## src/hw/rtl/rwdl_pkg.sv

```systemverilog
// Shared types and constants for the register write delta logger.
package rwdl_pkg;

	localparam int MAX_BYTES = 7;
	localparam int CNT_W     = 3;

	// access kind on the input side
	localparam logic FUNC_READ  = 1'b0;
	localparam logic FUNC_WRITE = 1'b1;

	// result kind on the output side
	localparam logic KIND_LOG  = 1'b0;
	localparam logic KIND_READ = 1'b1;

	// delta escape bytes
	localparam logic [7:0]  ESC16   = 8'hFE;
	localparam logic [7:0]  ESC32   = 8'hFF;
	localparam logic [31:0] D16_MAX = 32'h0000_FFFF;

	// record lengths
	localparam logic [CNT_W-1:0] LEN_READ  = 3'd1;
	localparam logic [CNT_W-1:0] LEN_SHORT = 3'd3;
	localparam logic [CNT_W-1:0] LEN_D16   = 3'd5;
	localparam logic [CNT_W-1:0] LEN_D32   = 3'd7;

	// one item's worth of output bytes, byte 0 goes out first
	typedef struct packed {
		logic                          kind;
		logic [CNT_W-1:0]              cnt;
		logic [MAX_BYTES-1:0][7:0]     bytes;
	} rec_t;

endpackage

```

## src/hw/rtl/rwdl_shadow.sv

```systemverilog
// Shadow register file: synchronous RAM with valid bits and write forwarding.
module rwdl_shadow #(
	parameter int REG_COUNT = 256
) (
	input  logic                         clk,
	input  logic                         arst_n,
	input  logic                         rd_en,
	input  logic [$clog2(REG_COUNT)-1:0] rd_addr,
	output logic [7:0]                   rd_data,
	input  logic                         wr_en,
	input  logic [$clog2(REG_COUNT)-1:0] wr_addr,
	input  logic [7:0]                   wr_data
);
	logic [7:0]           mem [REG_COUNT];
	logic [REG_COUNT-1:0] valid_q;
	logic [7:0]           mem_q;
	logic                 vld_q;
	logic                 fwd_q;
	logic [7:0]           fwd_data_q;

	always_ff @(posedge clk) begin
		if (wr_en) begin
			mem[wr_addr] <= wr_data;
		end
		if (rd_en) begin
			mem_q      <= mem[rd_addr];
			fwd_data_q <= wr_data;
		end
	end

	// entries never written read as zero
	always_ff @(posedge clk or negedge arst_n) begin
		if (!arst_n) begin
			valid_q <= '0;
			vld_q   <= 1'b0;
			fwd_q   <= 1'b0;
		end else begin
			if (wr_en) begin
				valid_q[wr_addr] <= 1'b1;
			end
			if (rd_en) begin
				vld_q <= valid_q[rd_addr];
				// write to the same entry in the read cycle: RAM returns stale data
				fwd_q <= wr_en && (wr_addr == rd_addr);
			end
		end
	end

	assign rd_data = fwd_q ? fwd_data_q : (vld_q ? mem_q : 8'h00);

endmodule

```

## src/hw/rtl/rwdl_emit.sv

```systemverilog
// Output record register and byte serializer for the log stream.
module rwdl_emit (
	input  logic          clk,
	input  logic          arst_n,
	input  logic          load,
	input  rwdl_pkg::rec_t rec,
	output logic          can_load,
	output logic          m_axis_tvalid,
	input  logic          m_axis_tready,
	output logic [7:0]    m_axis_tdata,  // [7:0] result_byte
	output logic          m_axis_tuser,  // [0] result_kind
	output logic          m_axis_tlast
);
	import rwdl_pkg::*;

	rec_t             rec_q;
	logic [CNT_W-1:0] idx_q;
	logic             busy_q;
	logic             last;
	logic             done;

	assign last          = (idx_q == (rec_q.cnt - CNT_W'(1)));
	assign done          = busy_q && m_axis_tready && last;
	assign can_load      = !busy_q || done;
	assign m_axis_tvalid = busy_q;
	assign m_axis_tdata  = rec_q.bytes[idx_q];
	assign m_axis_tuser  = rec_q.kind;
	assign m_axis_tlast  = last;

	always_ff @(posedge clk) begin
		if (load) begin
			rec_q <= rec;
		end
	end

	always_ff @(posedge clk or negedge arst_n) begin
		if (!arst_n) begin
			busy_q <= 1'b0;
			idx_q  <= '0;
		end else if (load) begin
			busy_q <= 1'b1;
			idx_q  <= '0;
		end else if (done) begin
			busy_q <= 1'b0;
		end else if (busy_q && m_axis_tready) begin
			idx_q <= idx_q + CNT_W'(1);
		end
	end

endmodule

```

## src/hw/rtl/register_write_delta_logger_core.sv

```systemverilog
// Top level: access pipeline, delta encoding and last-logged-time register.
//
// Input stream s_axis carries one bus access per transfer: tuser is the access
// kind (0 read, 1 write), tdata holds the register address, the write byte and
// the 32-bit timestamp. Output stream m_axis carries result bytes: tuser is 0
// for a log byte and 1 for read data, tlast marks the final byte of an access.
// A logged write gives 3, 5 or 7 bytes (delta, address, old XOR new), a read
// gives one byte, a write timestamped before the last logged one gives none.
// An access passes the access stage, then the record register. Throughput: one
// access per cycle for reads and silent writes while m_axis does not stall;
// logged writes go at the pace of the single byte-wide output serializer.
// While a record drains the input can take one more access into the one-entry
// access stage; it and the record register decouple the two sides. A stall on
// m_axis holds the current byte and backs up into s_axis after both stages fill.
// Reset clears the last logged time and the shadow valid bits, so the shadow
// reads as all zero at once; there is no clearing pass.
module register_write_delta_logger_core #(
	parameter int REG_COUNT = 256
) (
	input  logic        clk,
	input  logic        arst_n,
	input  logic        s_axis_tvalid,
	output logic        s_axis_tready,
	input  logic [47:0] s_axis_tdata,   // [7:0] reg_addr, [15:8] write_data, [47:16] now_time
	input  logic        s_axis_tuser,   // [0] func
	output logic        m_axis_tvalid,
	input  logic        m_axis_tready,
	output logic [7:0]  m_axis_tdata,   // [7:0] result_byte
	output logic        m_axis_tuser,   // [0] result_kind
	output logic        m_axis_tlast
);
	import rwdl_pkg::*;

	localparam int AW        = $clog2(REG_COUNT);
	localparam int MOD_STEPS = 255 / REG_COUNT;

	function automatic logic [AW-1:0] slot_of(input logic [7:0] a);
		logic [8:0] v;
		v = {1'b0, a};
		for (int i = 0; i < MOD_STEPS; i++) begin
			if (v >= 9'(REG_COUNT)) v = v - 9'(REG_COUNT);
		end
		return v[AW-1:0];
	endfunction

	logic          in_acc;
	logic [7:0]    in_addr;
	logic [7:0]    in_data;
	logic [31:0]   in_now;
	logic [AW-1:0] in_slot;

	logic          valid_s1;
	logic          func_s1;
	logic [7:0]    addr_s1;
	logic [7:0]    data_s1;
	logic [31:0]   now_s1;
	logic [AW-1:0] slot_s1;

	logic [31:0]   last_time_q;
	logic [7:0]    old_byte;
	logic [32:0]   diff_full;
	logic [31:0]   delta;
	logic          log_ok;
	logic          is_write;
	logic          need_rec;
	logic [7:0]    xor_byte;
	logic          s1_go;
	logic          emit_ready;
	logic          emit_load;
	rec_t          rec;

	assign in_addr = s_axis_tdata[7:0];
	assign in_data = s_axis_tdata[15:8];
	assign in_now  = s_axis_tdata[47:16];
	assign in_slot = slot_of(in_addr);
	assign in_acc  = s_axis_tvalid && s_axis_tready;

	rwdl_shadow #(
		.REG_COUNT(REG_COUNT)
	) u_shadow (
		.clk     (clk),
		.arst_n  (arst_n),
		.rd_en   (in_acc),
		.rd_addr (in_slot),
		.rd_data (old_byte),
		.wr_en   (s1_go && is_write),
		.wr_addr (slot_s1),
		.wr_data (data_s1)
	);

	// borrow of the subtraction says the write lies in the past
	assign diff_full = {1'b0, now_s1} - {1'b0, last_time_q};
	assign delta     = diff_full[31:0];
	assign log_ok    = !diff_full[32];
	assign is_write  = (func_s1 == FUNC_WRITE);
	assign need_rec  = !is_write || log_ok;
	assign xor_byte  = old_byte ^ data_s1;

	assign s1_go         = valid_s1 && (!need_rec || emit_ready);
	assign emit_load     = s1_go && need_rec;
	assign s_axis_tready = !valid_s1 || s1_go;

	always_comb begin
		rec      = '0;
		rec.kind = KIND_LOG;
		if (!is_write) begin
			rec.kind     = KIND_READ;
			rec.cnt      = LEN_READ;
			rec.bytes[0] = old_byte;
		end else if (delta < {24'h0, ESC16}) begin
			rec.cnt      = LEN_SHORT;
			rec.bytes[0] = delta[7:0];
			rec.bytes[1] = addr_s1;
			rec.bytes[2] = xor_byte;
		end else if (delta <= D16_MAX) begin
			rec.cnt      = LEN_D16;
			rec.bytes[0] = ESC16;
			rec.bytes[1] = delta[15:8];
			rec.bytes[2] = delta[7:0];
			rec.bytes[3] = addr_s1;
			rec.bytes[4] = xor_byte;
		end else begin
			rec.cnt      = LEN_D32;
			rec.bytes[0] = ESC32;
			rec.bytes[1] = delta[31:24];
			rec.bytes[2] = delta[23:16];
			rec.bytes[3] = delta[15:8];
			rec.bytes[4] = delta[7:0];
			rec.bytes[5] = addr_s1;
			rec.bytes[6] = xor_byte;
		end
	end

	always_ff @(posedge clk) begin
		if (in_acc) begin
			func_s1 <= s_axis_tuser;
			addr_s1 <= in_addr;
			data_s1 <= in_data;
			now_s1  <= in_now;
			slot_s1 <= in_slot;
		end
	end

	always_ff @(posedge clk or negedge arst_n) begin
		if (!arst_n) begin
			valid_s1    <= 1'b0;
			last_time_q <= '0;
		end else begin
			if (in_acc) begin
				valid_s1 <= 1'b1;
			end else if (s1_go) begin
				valid_s1 <= 1'b0;
			end
			if (s1_go && is_write && log_ok) begin
				last_time_q <= now_s1;
			end
		end
	end

	rwdl_emit u_emit (
		.clk           (clk),
		.arst_n        (arst_n),
		.load          (emit_load),
		.rec           (rec),
		.can_load      (emit_ready),
		.m_axis_tvalid (m_axis_tvalid),
		.m_axis_tready (m_axis_tready),
		.m_axis_tdata  (m_axis_tdata),
		.m_axis_tuser  (m_axis_tuser),
		.m_axis_tlast  (m_axis_tlast)
	);

	a_time_update: assert property (@(posedge clk) disable iff (!arst_n)
		(s1_go && is_write && log_ok) |=> (last_time_q == $past(now_s1)))
		else $error("last logged time not updated by a logged write");

	a_s1_hold: assert property (@(posedge clk) disable iff (!arst_n)
		(valid_s1 && !s1_go) |=> (valid_s1 && $stable(now_s1) && $stable(slot_s1)))
		else $error("stalled access lost or changed");

	a_load_free: assert property (@(posedge clk) disable iff (!arst_n)
		emit_load |-> emit_ready)
		else $error("record loaded while serializer busy");

	a_past_silent: assert property (@(posedge clk) disable iff (!arst_n)
		(valid_s1 && is_write && !log_ok) |-> (s1_go && !emit_load))
		else $error("write in the past did not retire silently");

endmodule
```

## config.mk

```make
export PLATFORM = sky130hd
export DESIGN_NAME = register_write_delta_logger_core
export DESIGN_NICKNAME = d
export VERILOG_FILES = /design/src/hw/rtl/rwdl_pkg.sv /design/src/hw/rtl/rwdl_shadow.sv /design/src/hw/rtl/rwdl_emit.sv /design/src/hw/rtl/register_write_delta_logger_core.sv
export SDC_FILE = /design/constraint.sdc
export NUM_CORES = 2
export LEC_CHECK = 0
export BUFFER_PORTS_ARGS = -buffer_cell sky130_fd_sc_hd__buf_2
export CELL_PAD_IN_SITES_DETAIL_PLACEMENT = 0
export CELL_PAD_IN_SITES_GLOBAL_PLACEMENT = 2
export CORE_UTILIZATION = 30
export CTS_CLUSTER_SIZE = 12
export DETAILED_ROUTE_END_ITERATION = 8
export PLACE_DENSITY = 0.52
export SLEW_MARGIN = 20
export SYNTH_ARGS = -nofsm -noshare
export SYNTH_HDL_FRONTEND = slang
export SYNTH_SLANG_ARGS = --single-unit
```

## constraint.sdc

```tcl
create_clock -name clk -period 6.7 [get_ports clk]
set_input_delay 0.67 -clock clk [delete_from_list [all_inputs] [get_ports clk]]
set_output_delay 0.67 -clock clk [all_outputs]
set_load 0.05 [all_outputs]
```

==> reports/qor.yml <==
synth_edf_count: 2172
drive_above_1_share_pct: 27.2
mostFrequentLayoutCells: "edfxtp_1, mux4_2, nor2_1"
end_kind: "output pin"
grt_pass1_vias: 50400
synth-seq-area-share_pct: 73.5
grt_max_degree: 146
vias: 48300
fin_worst_skew_ns: 0.0439
max_stage_delay_ns: 0.74
syn_inst: 4777
fmax_mhz: 191
status: "complete, no violations"
dr.first_iter.drc_count: 4354
worstPathArrival_ns: 4.56
maxCapViolCount: 0
finalCriticalPeriod_ns: 5.23
critPathMaxFanout: 9
cts_setup_buffers: 0
antenna_left: 0
die-area_um2: 332000
drc: 0
hpwl_mm: 172
firstDrtPassIters: 5
drt_wl_total_mm: 278
p_total_mw: 41.5
insertion_delay_ns: 0.88
min_period_over_period_pct: 78.0
wl_per_cell_um: 29.0
postSynthAreaPerCell_um2: 20.7
cts_made_buffers: 282
cp.required_ns: 6.03
path_cells: "ha_1 -> a21oi_1 -> o21a_1 -> o22ai_1 -> or3_1 -> o21ai_0 -> a21oi_1 -> o31ai_1 -> nor2_1 -> inv_1 -> buf_2"
synthesis.nets: 4864
yosysTopAreaCell: "edfxtp_1"
cellLeakagePower_nw: 36.5
worst_pin_slew_ns: 1.19
finalNetCount: 5118
grt_use_total_pct: 16.7
ios: 65
layout_commonest_cell: "edfxtp_1"
timing.setup.tns_ns: 0
area_growth_pct: 15.8
cts_max_level: 5
setup_ws_ns: 1.47
rsz0062_at_grt: "no"
synthTopCellsByArea: "edfxtp_1, mux4_2, dfrtp_1, o21bai_1, nor2_1"
cp-start-kind: "flip-flop"
clk_pin_slew_ns: 0.06
pre_cts_ws_ns: 1.67
worst-setup-path-type: "reg -> out"
numPortBuffers: 64
cpMostUsedCell: "a21oi_1"
rows: 210
antenna_found_initial: 9
yosys_warnings: 0
grt_pass1_wl_mm: 399
gp_congestion: 0.749
clk_path_buf_depth: 4
final-max-slew-violation-count: 0
netlist_area_um2: 98800
start_util_pct: 30.2
synth_seq_cells: 2467
cts.sinks: 2467
slowest_stage: "o31ai_1"
viasPerCell: 5.03
hold_viol_final: 0
cts_tree: "built"
cts_root_buf: "clkbuf_16"
p_per_area_nw_per_um2: 363
design.core.area_um2: 327000
ys.flop_type: "edfxtp_1"
grt-ovfl-total: 0
n_fill_cell: 30500
setup_violations: 0
vdd_drop_max_v: 0.000229
fp.dieW_um: 576
ys_types: 79
holdCritPathClass: "in -> reg"
synth_top_area_share_pct: 66.0
timing.slew.headroom_pct: 20.8
die_y_um: 576
synthArstFlopShare_pct: 12.0
[where the power goes]
part | leakage (nW) | switching [mW] | internal, mW
Clock | 4.34 | 6.24 | 8.82
Sequential | 23.3 | 0.392 | 18.5
Combinational | 8.94 | 5.27 | 2.27
[cell usage after synthesis, types with 9 or more instances]
master,instances
buf_1,34
edfxtp_1,2172
xnor2_1,19
or3_1,14
nand4_1,11
a22oi_1,14
o31ai_1,17
clkbuf_1,182
o21bai_1,259
xor2_1,9
mux4_2,773
a21o_1,9
dfrtp_1,295
buf_2,61
ha_1,33
and3_1,26
nand3_1,26
o21ai_0,27
mux2i_1,28
inv_1,56
mux2_2,31
a21oi_1,73
nor3_1,25
nor2_1,302
nand2_1,132
nand2b_1,14
[flip-flops by register name, summed over array words and instances, names as in the netlist]
name and cells:
u_shadow.fwd_q 1, u_shadow.mem_q 8, valid_s1 1, func_s1 1, u_shadow.valid_q 256, last_time_q 32, u_shadow.vld_q 1, data_s1 8
u_emit.m_axis_tvalid 1, now_s1 32, u_emit.m_axis_tuser 1, u_shadow.fwd_data_q 8, u_emit.idx_q 3, slot_s1 8, u_emit.rec_q 58, u_shadow.mem 2048
[cell families after synthesis]
| logic type | after synthesis | synth area share [%] |
|---|---|---|
| DFF | 2467 | 73.5 |
| xor gates and xnor gates | 28 | 0.248 |
| AOI/OAI and AO/OA | 478 | 3.47 |
| and+or+nand+nor | 594 | 2.66 |
| adders and majority gates | 34 | 0.438 |
| muxes | 832 | 18.3 |
| buffers and inverters | 344 | 1.44 |
[worst paths after layout]
check | slack [ns] | from | cells after the start | endpoint
max | 1.47 | now_s1[15]$_DFFE_PP_ | 11 | s_axis_tready
min reg2reg | 0.47 | u_shadow.valid_q[39]$_DFFE_PN0P_ | 1 | u_shadow.valid_q[39]$_DFFE_PN0P_
min | 0.10 | m_axis_tready | 3 | u_emit.idx_q[0]$_DFFE_PN0P_
max in group asynchronous | 5.09 | arst_n | 3 | u_shadow.valid_q[43]$_DFFE_PN0P_
max reg2reg | 1.68 | now_s1[0]$_DFFE_PP_ | 13 | now_s1[15]$_DFFE_PP_
min in group asynchronous | 0.37 | arst_n | 2 | last_time_q[19]$_DFFE_PN0P_
[layout make-up]
cell class                      count  area (um2)  share of cell area [%]
Sequential cell                  2467       72600                    63.4
Multi-Input combinational cell   1966       24800                    21.7
Clock buffer                      364        7590                    6.63
Tap cell                         4346        5440                    4.75
Timing Repair Buffer              257        2450                    2.14
Clock inverter                    135        1280                    1.12
Inverter                           57         215                   0.188
Antenna cell                       11        27.5                  0.0241
[critical path, delay by kind of cell (launching register included)]
family	cells	cell delay, ns
AOI/OAI and AO/OA	6	2.00
buffers and inverters	2	0.34
and+or+nand+nor	2	0.53
adders and majority gates	1	0.43
DFF	1	0.38
[metrics by stage]
stage | cell area (um2) | util, % | hold slack [ns] | instances
2_1_floorplan | 98800 | - | 0.374 | 4777
3_3_place_gp | 105000 | 32.1 | 0.453 | 9050
3_5_place_dp | 105000 | 32.1 | 0.457 | 9050
4_1_cts | 114000 | 34.9 | 0.0154 | 9592
5_1_grt | 114000 | 35.0 | 0.0935 | 9593
6_report | 114000 | 35.0 | 0.105 | 9603
[timing repair]
item                                   CTS  global route
endpoints found under the hold margin  102             0
setup endpoints to repair                0             0
hold buffers                            43             0
gates resized for setup                  0             0
[layer usage]
layer  wire length [um]  share of wire (%)  global-route usage [%]
met5                 19             0.0068                       0
met4               5150                1.9                    3.48
met3              11000                4.0                    2.11
met2             131000                 47                    26.4
met1             131000                 47                    24.6
Power figures use the tool's default switching activity.
